### src/rtl/lcd_mode_line_timing_macros.svh
// Assertion macros for the LCD mode and line timing block.
// Included by lmlt_core, the RTL file that checks its own logic; no other dependencies.
`ifndef LCD_MODE_LINE_TIMING_MACROS_SVH
`define LCD_MODE_LINE_TIMING_MACROS_SVH

`ifndef SYNTHESIS

// Same-cycle implication, disabled during reset
`define LMLT_ASSERT_NOW(label, clk, rst, ante, cons) \
   label: assert property (@(posedge clk) disable iff (rst) (ante) |-> (cons)) \
      else $error("lmlt same-cycle check failed");

// Next-cycle implication, disabled during reset
`define LMLT_ASSERT_NEXT(label, clk, rst, ante, cons) \
   label: assert property (@(posedge clk) disable iff (rst) (ante) |=> (cons)) \
      else $error("lmlt next-cycle check failed");

`else

`define LMLT_ASSERT_NOW(label, clk, rst, ante, cons)
`define LMLT_ASSERT_NEXT(label, clk, rst, ante, cons)

`endif

`endif

### src/rtl/lmlt_pkg.sv
// Shared types and timing constants for the LCD mode and line timing block.
// No dependencies; imported by every module of the block.
`default_nettype none

package lmlt_pkg;

   // Field widths
   localparam int DOTS_W = 6;
   localparam int DOT_W  = 10;
   localparam int LINE_W = 8;

   // Line timing in dot clocks and lines
   localparam logic [DOT_W-1:0]  DOTS_PER_LINE = 10'd456;
   localparam logic [DOT_W-1:0]  SCAN_END_DOT  = 10'd80;
   localparam logic [DOT_W-1:0]  DRAW_END_DOT  = 10'd252;
   localparam logic [DOT_W-1:0]  DOT_MAX       = 10'd1023;
   localparam logic [LINE_W-1:0] VBLANK_LINE   = 8'd144;
   localparam logic [LINE_W:0]   LAST_LINE     = 9'd153;

   // Register indexes on the configuration port
   localparam logic REG_LINE_COMPARE = 1'b0;
   localparam logic REG_IRQ_ENABLE   = 1'b1;

   // Display modes
   typedef enum logic [1:0] {
      MODE_HBLANK = 2'd0,
      MODE_VBLANK = 2'd1,
      MODE_OAM    = 2'd2,
      MODE_DRAW   = 2'd3
   } mode_type;

   // Configuration register contents
   typedef struct packed {
      logic [LINE_W-1:0] line_compare;
      logic              match_irq_enable;
   } cfg_type;

   // One result beat
   typedef struct packed {
      logic              render_request;
      logic              stat_irq;
      logic              vblank_irq;
      logic              match_flag;
      logic [LINE_W-1:0] cur_line;
      mode_type          cur_mode;
   } result_type;

endpackage

`default_nettype wire

### src/rtl/lmlt_csr.sv
// Configuration registers of the LCD mode and line timing block, APB-style.
// Depends on lmlt_pkg for the register indexes and cfg_type.
`default_nettype none

module lmlt_csr
   import lmlt_pkg::*;
(
   input  wire logic        clock,
   input  wire logic        reset,
   input  wire logic        csr_psel,
   input  wire logic        csr_penable,
   input  wire logic        csr_pwrite,
   input  wire logic [2:0]  csr_paddr,
   input  wire logic [31:0] csr_pwdata,
   output logic [31:0]      csr_prdata,
   output logic             csr_pready,
   output cfg_type          cfg
);

   logic [LINE_W-1:0] line_compare_ff, line_compare_in;
   logic              irq_enable_ff, irq_enable_in;
   logic              wr_en;
   logic              reg_sel;

   assign csr_pready = 1'b1;
   assign wr_en      = csr_psel & csr_penable & csr_pwrite;
   assign reg_sel    = csr_paddr[2];

   // Update the addressed register on the access cycle
   always_comb begin
      line_compare_in = line_compare_ff;
      irq_enable_in   = irq_enable_ff;
      if (wr_en) begin
         unique case (reg_sel)
            REG_LINE_COMPARE: line_compare_in = csr_pwdata[LINE_W-1:0];
            REG_IRQ_ENABLE:   irq_enable_in   = csr_pwdata[0];
            default:          line_compare_in = line_compare_ff;
         endcase
      end
   end

   always_ff @(posedge clock) begin
      if (reset) begin
         line_compare_ff <= '0;
         irq_enable_ff   <= 1'b0;
      end else begin
         line_compare_ff <= line_compare_in;
         irq_enable_ff   <= irq_enable_in;
      end
   end

   // Read back the addressed register
   always_comb begin
      unique case (reg_sel)
         REG_LINE_COMPARE: csr_prdata = {{(32-LINE_W){1'b0}}, line_compare_ff};
         REG_IRQ_ENABLE:   csr_prdata = {31'd0, irq_enable_ff};
         default:          csr_prdata = 32'd0;
      endcase
   end

   assign cfg.line_compare     = line_compare_ff;
   assign cfg.match_irq_enable = irq_enable_ff;

endmodule

`default_nettype wire

### src/rtl/lmlt_core.sv
// Dot counter, mode and line state with the per-beat next-state logic.
// Depends on lmlt_pkg and the assertion macros header.
`default_nettype none

`include "lcd_mode_line_timing_macros.svh"

module lmlt_core
   import lmlt_pkg::*;
(
   input  wire logic              clock,
   input  wire logic              reset,
   input  wire logic              step_en,
   input  wire logic [DOTS_W-1:0] dots,
   input  wire logic              lcd_enable,
   input  wire cfg_type           cfg,
   output result_type             res
);

   mode_type          mode_ff, mode_in;
   logic [DOT_W-1:0]  dot_ff, dot_in;
   logic [LINE_W-1:0] line_ff, line_in;
   logic              match_ff, match_in;

   logic [DOT_W:0]    dot_sum;
   logic [DOT_W-1:0]  dot_sat;
   logic [LINE_W:0]   line_inc;
   logic              line_change;
   logic              vblank_pulse;
   logic              render_pulse;

   // Add the elapsed dots and saturate at the counter top
   assign dot_sum  = {1'b0, dot_ff} + {{(DOT_W+1-DOTS_W){1'b0}}, dots};
   assign dot_sat  = dot_sum[DOT_W] ? DOT_MAX : dot_sum[DOT_W-1:0];
   assign line_inc = {1'b0, line_ff} + {{LINE_W{1'b0}}, 1'b1};

   // Make at most one mode change per beat
   always_comb begin
      mode_in      = mode_ff;
      dot_in       = dot_sat;
      line_in      = line_ff;
      line_change  = 1'b0;
      vblank_pulse = 1'b0;
      render_pulse = 1'b0;
      unique case (mode_ff)
         MODE_OAM: begin
            if (dot_sat >= SCAN_END_DOT) begin
               mode_in = MODE_DRAW;
            end
         end
         MODE_DRAW: begin
            if (dot_sat >= DRAW_END_DOT) begin
               mode_in      = MODE_HBLANK;
               render_pulse = 1'b1;
               if (!lcd_enable) begin
                  dot_in = '0;
               end
            end
         end
         MODE_HBLANK: begin
            if (dot_sat >= DOTS_PER_LINE) begin
               dot_in      = dot_sat - DOTS_PER_LINE;
               line_in     = line_inc[LINE_W-1:0];
               line_change = 1'b1;
               if (line_inc[LINE_W-1:0] == VBLANK_LINE) begin
                  mode_in      = MODE_VBLANK;
                  vblank_pulse = 1'b1;
               end else begin
                  mode_in = MODE_OAM;
               end
            end
         end
         MODE_VBLANK: begin
            if (dot_sat >= DOTS_PER_LINE) begin
               dot_in      = dot_sat - DOTS_PER_LINE;
               line_change = 1'b1;
               if (line_inc > LAST_LINE) begin
                  mode_in = MODE_OAM;
                  line_in = '0;
               end else begin
                  line_in = line_inc[LINE_W-1:0];
               end
            end
         end
         default: mode_in = mode_ff;
      endcase
   end

   // Compare the new line on each line change
   assign match_in = line_change ? (line_in == cfg.line_compare) : match_ff;

   // Advance the state once per accepted beat
   always_ff @(posedge clock) begin
      if (reset) begin
         mode_ff  <= MODE_HBLANK;
         dot_ff   <= '0;
         line_ff  <= '0;
         match_ff <= 1'b0;
      end else if (step_en) begin
         mode_ff  <= mode_in;
         dot_ff   <= dot_in;
         line_ff  <= line_in;
         match_ff <= match_in;
      end
   end

   assign res.cur_mode       = mode_in;
   assign res.cur_line       = line_in;
   assign res.match_flag     = match_in;
   assign res.vblank_irq     = vblank_pulse;
   assign res.stat_irq       = line_change & match_in & cfg.match_irq_enable;
   assign res.render_request = render_pulse;

   `LMLT_ASSERT_NOW(a_render_to_hblank, clock, reset, res.render_request,
                    res.cur_mode == MODE_HBLANK)
   `LMLT_ASSERT_NOW(a_vblank_entry, clock, reset, res.vblank_irq,
                    res.cur_mode == MODE_VBLANK && res.cur_line == VBLANK_LINE)
   `LMLT_ASSERT_NOW(a_stat_needs_match, clock, reset, res.stat_irq, res.match_flag)
   `LMLT_ASSERT_NEXT(a_hold_when_idle, clock, reset, !step_en,
                     $stable(dot_ff) && $stable(line_ff) && $stable(mode_ff))

endmodule

`default_nettype wire

### src/rtl/lcd_mode_line_timing.sv
// LCD mode and line timing block: use notes for the top level.
//
// Input stream (req_): each beat carries a count of dot clocks elapsed and
// the display enable bit. Result stream (rsp_): exactly one beat per input
// beat, carrying the mode and line after the step, the match flag, and the
// vblank, status and render request pulses.
// Configuration (csr_): APB-style; line_compare at 0x0, match_irq_enable
// at 0x4. Write registers only while no beat is in flight.
// Path: a beat is held in the input register, and its result in the result
// register; one beat per cycle while rsp_tready is high. The dot counter,
// mode and line update by combinational add, compare and select between
// input and result registers. The result register lets a new beat enter
// while the previous result waits on rsp_tready; when the receiver stalls,
// both registers fill and req_tready drops until the result is taken.
// Reset: synchronous; clears the stage valids, the configuration, and the
// state to horizontal blank, line 0, dot counter 0, match flag clear.
// Depends on lmlt_pkg, lmlt_csr and lmlt_core.
`default_nettype none

module lcd_mode_line_timing
   import lmlt_pkg::*;
(
   input  wire logic        clock,
   input  wire logic        reset,
   // req_tdata: [5:0] dots, [6] lcd_enable, [7] zero
   input  wire logic        req_tvalid,
   output logic             req_tready,
   input  wire logic [7:0]  req_tdata,
   // rsp_tdata: [1:0] cur_mode, [9:2] cur_line, [10] match_flag,
   // [11] vblank_irq, [12] stat_irq, [13] render_request, [15:14] zero
   output logic             rsp_tvalid,
   input  wire logic        rsp_tready,
   output logic [15:0]      rsp_tdata,
   input  wire logic        csr_psel,
   input  wire logic        csr_penable,
   input  wire logic        csr_pwrite,
   input  wire logic [2:0]  csr_paddr,
   input  wire logic [31:0] csr_pwdata,
   output logic [31:0]      csr_prdata,
   output logic             csr_pready
);

   cfg_type           cfg;
   result_type        res;

   logic              in_valid_ff, in_valid_in;
   logic [DOTS_W-1:0] in_dots_ff;
   logic              in_enable_ff;
   logic              out_valid_ff, out_valid_in;
   result_type        out_res_ff;

   logic              req_fire;
   logic              out_open;
   logic              step_en;

   lmlt_csr u_csr (
      .clock       (clock),
      .reset       (reset),
      .csr_psel    (csr_psel),
      .csr_penable (csr_penable),
      .csr_pwrite  (csr_pwrite),
      .csr_paddr   (csr_paddr),
      .csr_pwdata  (csr_pwdata),
      .csr_prdata  (csr_prdata),
      .csr_pready  (csr_pready),
      .cfg         (cfg)
   );

   lmlt_core u_core (
      .clock      (clock),
      .reset      (reset),
      .step_en    (step_en),
      .dots       (in_dots_ff),
      .lcd_enable (in_enable_ff),
      .cfg        (cfg),
      .res        (res)
   );

   // Handshake between the input and result registers
   assign out_open   = !out_valid_ff || rsp_tready;
   assign step_en    = in_valid_ff && out_open;
   assign req_tready = !in_valid_ff || out_open;
   assign req_fire   = req_tvalid && req_tready;

   assign in_valid_in  = req_fire ? 1'b1 : (step_en ? 1'b0 : in_valid_ff);
   assign out_valid_in = step_en ? 1'b1 : (rsp_tready ? 1'b0 : out_valid_ff);

   // Hold the stage valids
   always_ff @(posedge clock) begin
      if (reset) begin
         in_valid_ff  <= 1'b0;
         out_valid_ff <= 1'b0;
      end else begin
         in_valid_ff  <= in_valid_in;
         out_valid_ff <= out_valid_in;
      end
   end

   // Capture the input beat
   always_ff @(posedge clock) begin
      if (req_fire) begin
         in_dots_ff   <= req_tdata[DOTS_W-1:0];
         in_enable_ff <= req_tdata[DOTS_W];
      end
   end

   // Capture the result beat
   always_ff @(posedge clock) begin
      if (step_en) begin
         out_res_ff <= res;
      end
   end

   assign rsp_tvalid = out_valid_ff;
   assign rsp_tdata  = {2'b00, out_res_ff};

endmodule

`default_nettype wire
### config.mk
export PLATFORM = sky130hd
export DESIGN_NAME = lcd_mode_line_timing
export DESIGN_NICKNAME = d
export VERILOG_FILES = /design/src/rtl/lmlt_pkg.sv /design/src/rtl/lmlt_csr.sv /design/src/rtl/lmlt_core.sv /design/src/rtl/lcd_mode_line_timing.sv
export VERILOG_INCLUDE_DIRS = /design/src /design/src/rtl
export SDC_FILE = /design/constraint.sdc
export NUM_CORES = 1
export LEC_CHECK = 0
export BUFFER_PORTS_ARGS = -buffer_cell sky130_fd_sc_hd__buf_2
export CAP_MARGIN = 40
export CORE_ASPECT_RATIO = 0.8
export CORE_MARGIN = 1
export CORE_UTILIZATION = 54
export CTS_CLUSTER_DIAMETER = 40
export DETAILED_ROUTE_END_ITERATION = 8
export PLACE_DENSITY = 0.8
export SLEW_MARGIN = 10
export SYNTH_ARGS = -nofsm -noshare
export SYNTH_HDL_FRONTEND = slang
export SYNTH_HIERARCHICAL = 1
export SYNTH_SLANG_ARGS = --single-unit
### constraint.sdc
create_clock -name clock -period 4.7 [get_ports clock]
set_input_delay 0.94 -clock clock [delete_from_list [all_inputs] [get_ports clock]]
set_output_delay 0.94 -clock clock [all_outputs]
set_load 0.03 [all_outputs]
---- Yosys cells after proc, flatten, opt, wreduce, memory -nomap -nowiden ----
Cells that the tools add are included.
cells by class
  add/sub/neg operators ................... 3
  magnitude comparators ................... 4
  equal/unequal tests ..................... 5
  mux-type cells .......................... 26
  bitwise logic cells ..................... 5
  reduce and logical (&&, ||, !) cells .... 13
operators by type and width
  cell                     count
  $pmux W32 S2             1
  $mux W10                 4
  $mux W8                  3
  $pmux W10 S2             1
  $pmux W8 S2              1
  $mux W2                  6
  $add A10 B6 Y11          1
  $ge A10 B7 Y1 const B    1
  $ge A10 B8 Y1 const B    1
  $ge A10 B9 Y1 const B    1
  $sub A10 B9 Y10 const B  1
  $add A8 B1 Y9 const B    1
  $gt A9 B8 Y1 const B     1
  $mux W1                  9
  $eq A8 B8 Y1             1
  $eq A8 B8 Y1 const B     1
  $pmux W2 S4              1
  $reduce_and A2 Y1        3
  $and A1 B1 Y1            4
  $eq A2 B2 Y1 const B     2
  $reduce_bool A2 Y1       2
  $eq A2 B1 Y1 const B     1
  $logic_and A1 B1 Y1      2
  $logic_not A1 Y1         2
  other kinds (4)          5
word-level totals
  register bits ........................... 53
  input bits .............................. 50
  output and inout port bits .............. 51
  logic and storage cells ................. 72

---- Logic depth before layout (Yosys ltp) ----
  depth after elaboration ................. 9
  gate-level depth with buffers ........... 17

---- Hierarchy ----
Netlist, hierarchy kept.
by module, submodules not included
  module                instances  cells each  area each (µm²)
  lmlt_core             1          365         2618.8
  lcd_mode_line_timing  1          34          753.2
  lmlt_csr              1          76          694.4

---- Worst setup path before layout ----
No wires, ideal clock.
  kind .................................... register to register
  start ................................... register u_core.dot_ff[0]
  end ..................................... register out_res_ff (netlist bit rsp_tdata[10]), data pin
  library setup time ...................... 251 ps
  arrival time ............................ 3555 ps
  data required time ...................... 4449 ps
  setup slack ............................. 894 ps
  stages on the path, launching flop included .. 18
  clock period less this slack ............ 3806 ps
  cells stage by stage .................... dfxtp_1 -> ha_1 -> inv_1 -> fa_1 -> nand2b_1 -> a21bo_2 -> a211oi_1 -> clkbuf_1 -> or2_2 -> ha_1 -> nand4b_1 -> or3_1 -> nand3_1 -> o211ai_1 -> a2bb2oi_2 -> xnor2_1 -> o31ai_1 -> buf_4
on the way
  word-level cells in the longest chain between the ends .. 7
ends and longest elaborated chain
  element                     line                              text
  from (decl)                 lmlt_core.sv:20                   logic [DOT_W-1:0] dot_ff, dot_in;
  from (signal assigned)      lmlt_core.sv:100                  dot_ff <= dot_in;
  $add A10 B6 Y11 (*)         lmlt_core.sv:32                   assign dot_sum = {1'b0, dot_ff} + {{(DOT_W+1-DOTS_W){1'b0}}, dots};
  $mux W10 (*)                lmlt_core.sv:33                   assign dot_sat = dot_sum[DOT_W] ? DOT_MAX : dot_sum[DOT_W-1:0];
  $ge A10 B9 Y1 (*)           lmlt_core.sv:60, lmlt_core.sv:73
  $mux W8 (on tied branches)  lmlt_core.sv:73, lmlt_core.sv:60
  $pmux W8 S2                 lmlt_core.sv:44                   unique case (mode_ff)
  $eq A8 B8 Y1                lmlt_core.sv:89                   assign match_in = line_change ? (line_in == cfg.line_compare) : match_ff;
  $mux W1 (*)                 lmlt_core.sv:89
  named net u_core.match_in   lmlt_core.sv:22                   logic match_ff, match_in;
  to (signal assigned)        lcd_mode_line_timing.sv:110       out_res_ff <= res;
  to (decl)                   lcd_mode_line_timing.sv:50        result_type out_res_ff;
Mark *: on every way through the listed nets, which the timed path passes. The rest lies on a longest branch.
A chain may end at the register's enable or synchronous reset.

==> flow_metrics.tcl <==
set metrics [dict create \
    synth_seq_area_share 0.313 \
    syn-instance-count 475 \
    synth_edf_count 21 \
    cts_resized 0 \
    via_per_inst 5.87 \
    avgSynthCellArea_um2 8.56 \
    p_clk_frac 0.273 \
    period_minus_slack_ns 4.06 \
    dr.pass1.iters 5 \
    cts_root_buf "clkbuf_8" \
    ys_top_cells_by_area "dfxtp_1, edfxtp_1, buf_4, nor2_1, nand2b_1" \
    hp-class "flip-flop to flip-flop" \
    yosys.area.top_type_share 0.158 \
    ir_worst_vdd_v 0.000146 \
    worstSetupPathType "flip-flop to flip-flop" \
    area_growth_pct 5.35 \
    postRouteAntennaNets 0 \
    internal_power_uw 757 \
    utilization 0.604 \
    grt_pass1_vias 3065 \
    layout.nets 563 \
    gr-total-overflow 0 \
    synth_seq_cells 53 \
    p_sw_uw 363 \
    die_h_um 79.6 \
    max_slew_margin 0.559 \
    required_ns 4.83 \
    synth_common_cells "nor2_1, buf_4, dfxtp_1" \
    fin_crit_sh 0.864 \
    cp_data_arrival_time_ns 4.19 \
    cellLeakagePower_nw 1.71 \
    ioPinCount 101 \
    drt_iter0_drc 282 \
    setup_tns_ns 0 \
    dp_hpwl_um 6730 \
    routed_wl_um 9020 \
    critPathLaunchType "flip-flop" \
    final-setup-viol-count 0 \
    cts_tree "built" \
    holdBufCountCts 0 \
    powerDensity_nw_per_um2 261 \
    dp.cells 581 \
    coreArea_um2 7090 \
    sequentialPowerShare 0.476 \
    fp.dieW_um 99.0 \
    stdcell_count 589 \
    grt_max_degree 42 \
    fin_skew_ns 0.00894 \
    globalplace.congestion 0.983 \
    cts_buffers 5 \
    worstSetupEndpointType "flip-flop" \
    status "finished, final reports clean" \
    grt_pass1_wl_um 14600 \
    max_cap_viol_count 0 \
    antennaDiodeCount 0 \
    initial_utilization 0.573 \
    power_frac_comb 0.252 \
    drc 0 \
    rsz0062_at_grt "false" \
    dieArea_um2 7880 \
    rows 27 \
    postCtsSetupBuffers 0 \
    place_area_um2 4170 \
    grt_usage 0.234 \
    async_flop_share 0 \
    yosysMostFrequentCell "nor2_1" \
    total_power_mw 1.12 \
    antenna_found_initial 0 \
    cts.clk_slew.worst_paths_ns 0.10 \
    yosysWarnings 6 \
    vias 3460 \
    cts_buffer_depth 2 \
    worstMarginPinSlew_ns 0.662 \
    cts.sinks 53 \
    wl_per_cell_um 15.3 \
    swShare 0.324 \
    hold_violations 0 \
    port-buffer-count 46 \
    yosysTopAreaCell "dfxtp_1" \
    htreeDepth 2 \
    drive_above_1_share 0.197 \
    fmax_mhz 246 \
    design_area_um2 4280 \
    syn_area_um2 4070 \
    final_max_slew_viol_count 0 \
    cp_max_fo 7 \
    synth_cell_type_count 91 \
    synthFlopType "dfxtp_1" \
    clock_latency_ns 0.31 \
]
## per-stage QoR
stage                     hold slack (ns)  worst slack, ns
after floorplan                     0.450            0.894
after global placement              0.460            0.858
after detailed placement            0.485            0.790
after CTS                           0.500            0.719
after global routing                0.519            0.420
final                               0.493            0.641
## registers in the layout, indices dropped and copies added (netlist names)
name                   flops
in_valid_ff                1
in_dots_ff                 6
u_core/mode_ff             2
u_core/match_ff            1
u_core/dot_ff             10
u_csr/line_compare_ff      8
rsp_tvalid                 1
rsp_tdata                 14
u_core/line_ff             8
in_enable_ff               1
u_csr/irq_enable_ff        1
## power groups by stage
stage | clock network, mW | registers (mW) | logic [mW]
finish | 0.305 | 0.533 | 0.282
global route | 0.333 | 0.536 | 0.307
CTS | 0.317 | 0.532 | 0.278
detailed placement | 0 | 0.542 | 0.276
global placement | 0 | 0.542 | 0.266
floorplan | 0 | 0.542 | 0.235
## layout by cell type (no fill, tap or decap), types with 3 or more instances in the layout
cell,count
a21bo_2,4
dfxtp_1,32
edfxtp_1,21
nand4b_1,3
nand2_1,31
xnor2_1,10
nand3b_1,3
and2_1,3
a21oi_1,15
ha_1,11
clkbuf_8,6
o21a_1,6
buf_2,46
inv_1,23
o211a_1,4
conb_1,27
nor3_1,15
a211o_1,4
a31oi_1,5
nor2_1,54
and3_1,3
o211ai_1,4
o32ai_1,4
nand2b_1,26
and2b_2,7
a211oi_1,5
nand3_1,12
o21ai_0,18
mux2i_1,11
a311oi_1,7
or2_2,4
buf_4,3
## worst paths after layout
| check | to | slack (ns) | start | cells past startpoint |
|---|---|---|---|---|
| worst max-delay path | rsp_tdata[12]$_DFFE_PP_ | 0.64 | u_core/dot_ff[0]$_SDFFE_PP0P_ | 16 |
| worst min-delay path | rsp_tvalid$_SDFFE_PP0P_ | 0.49 | in_valid_ff$_SDFFE_PP0P_ | 2 |
| worst max register to register | rsp_tdata[12]$_DFFE_PP_ | 0.64 | u_core/dot_ff[0]$_SDFFE_PP0P_ | 16 |
| worst min register to register | rsp_tvalid$_SDFFE_PP0P_ | 0.49 | in_valid_ff$_SDFFE_PP0P_ | 2 |
## logic make-up after synthesis
kind of cell / Yosys count / synth area share
AND/OR/NAND/NOR: 189 / 0.254
AO/OA/AOI/OAI: 117 / 0.227
buffers and inverters: 78 / 0.112
flip-flops: 53 / 0.313
adder cells (fa/ha/maj): 12 / 0.0388
multiplexers: 12 / 0.0298
XOR/XNOR: 11 / 0.0237
other: 3 / 0.00277
## per-layer routing
metal,part of all wire,up-vias,global-route usage
li1,-,1702,-
met1,0.49,1598,0.334
met2,0.43,148,0.362
met3,0.073,12,0.0412
met4,0.012,0,0.0716
met5,0,-,0
## worst max-delay path, cell delays in order (launching register included)
cell,delay (ns)
dfxtp_1,0.36
ha_1,0.19
inv_1,0.06
fa_1,0.39
nand2b_1,0.19
a21oi_1,0.17
xor2_1,0.49
nor2_1,0.17
ha_1,0.24
nand4b_1,0.08
or3_1,0.13
nand3_1,0.17
o211ai_1,0.23
buf_4,0.18
a2bb2oi_2,0.29
xnor2_1,0.19
nor4b_2,0.34
## cell type report
cell class	count	area [µm²]
clock buffer	7	108
clock inverter	1	6.26
fill	623	2810
inverter	23	86.3
multi-input combinational	368	2430
sequential	53	1270
tap	87	109
timing repair buffer	50	273
No activity file was read; power rests on OpenSTA's default activity.
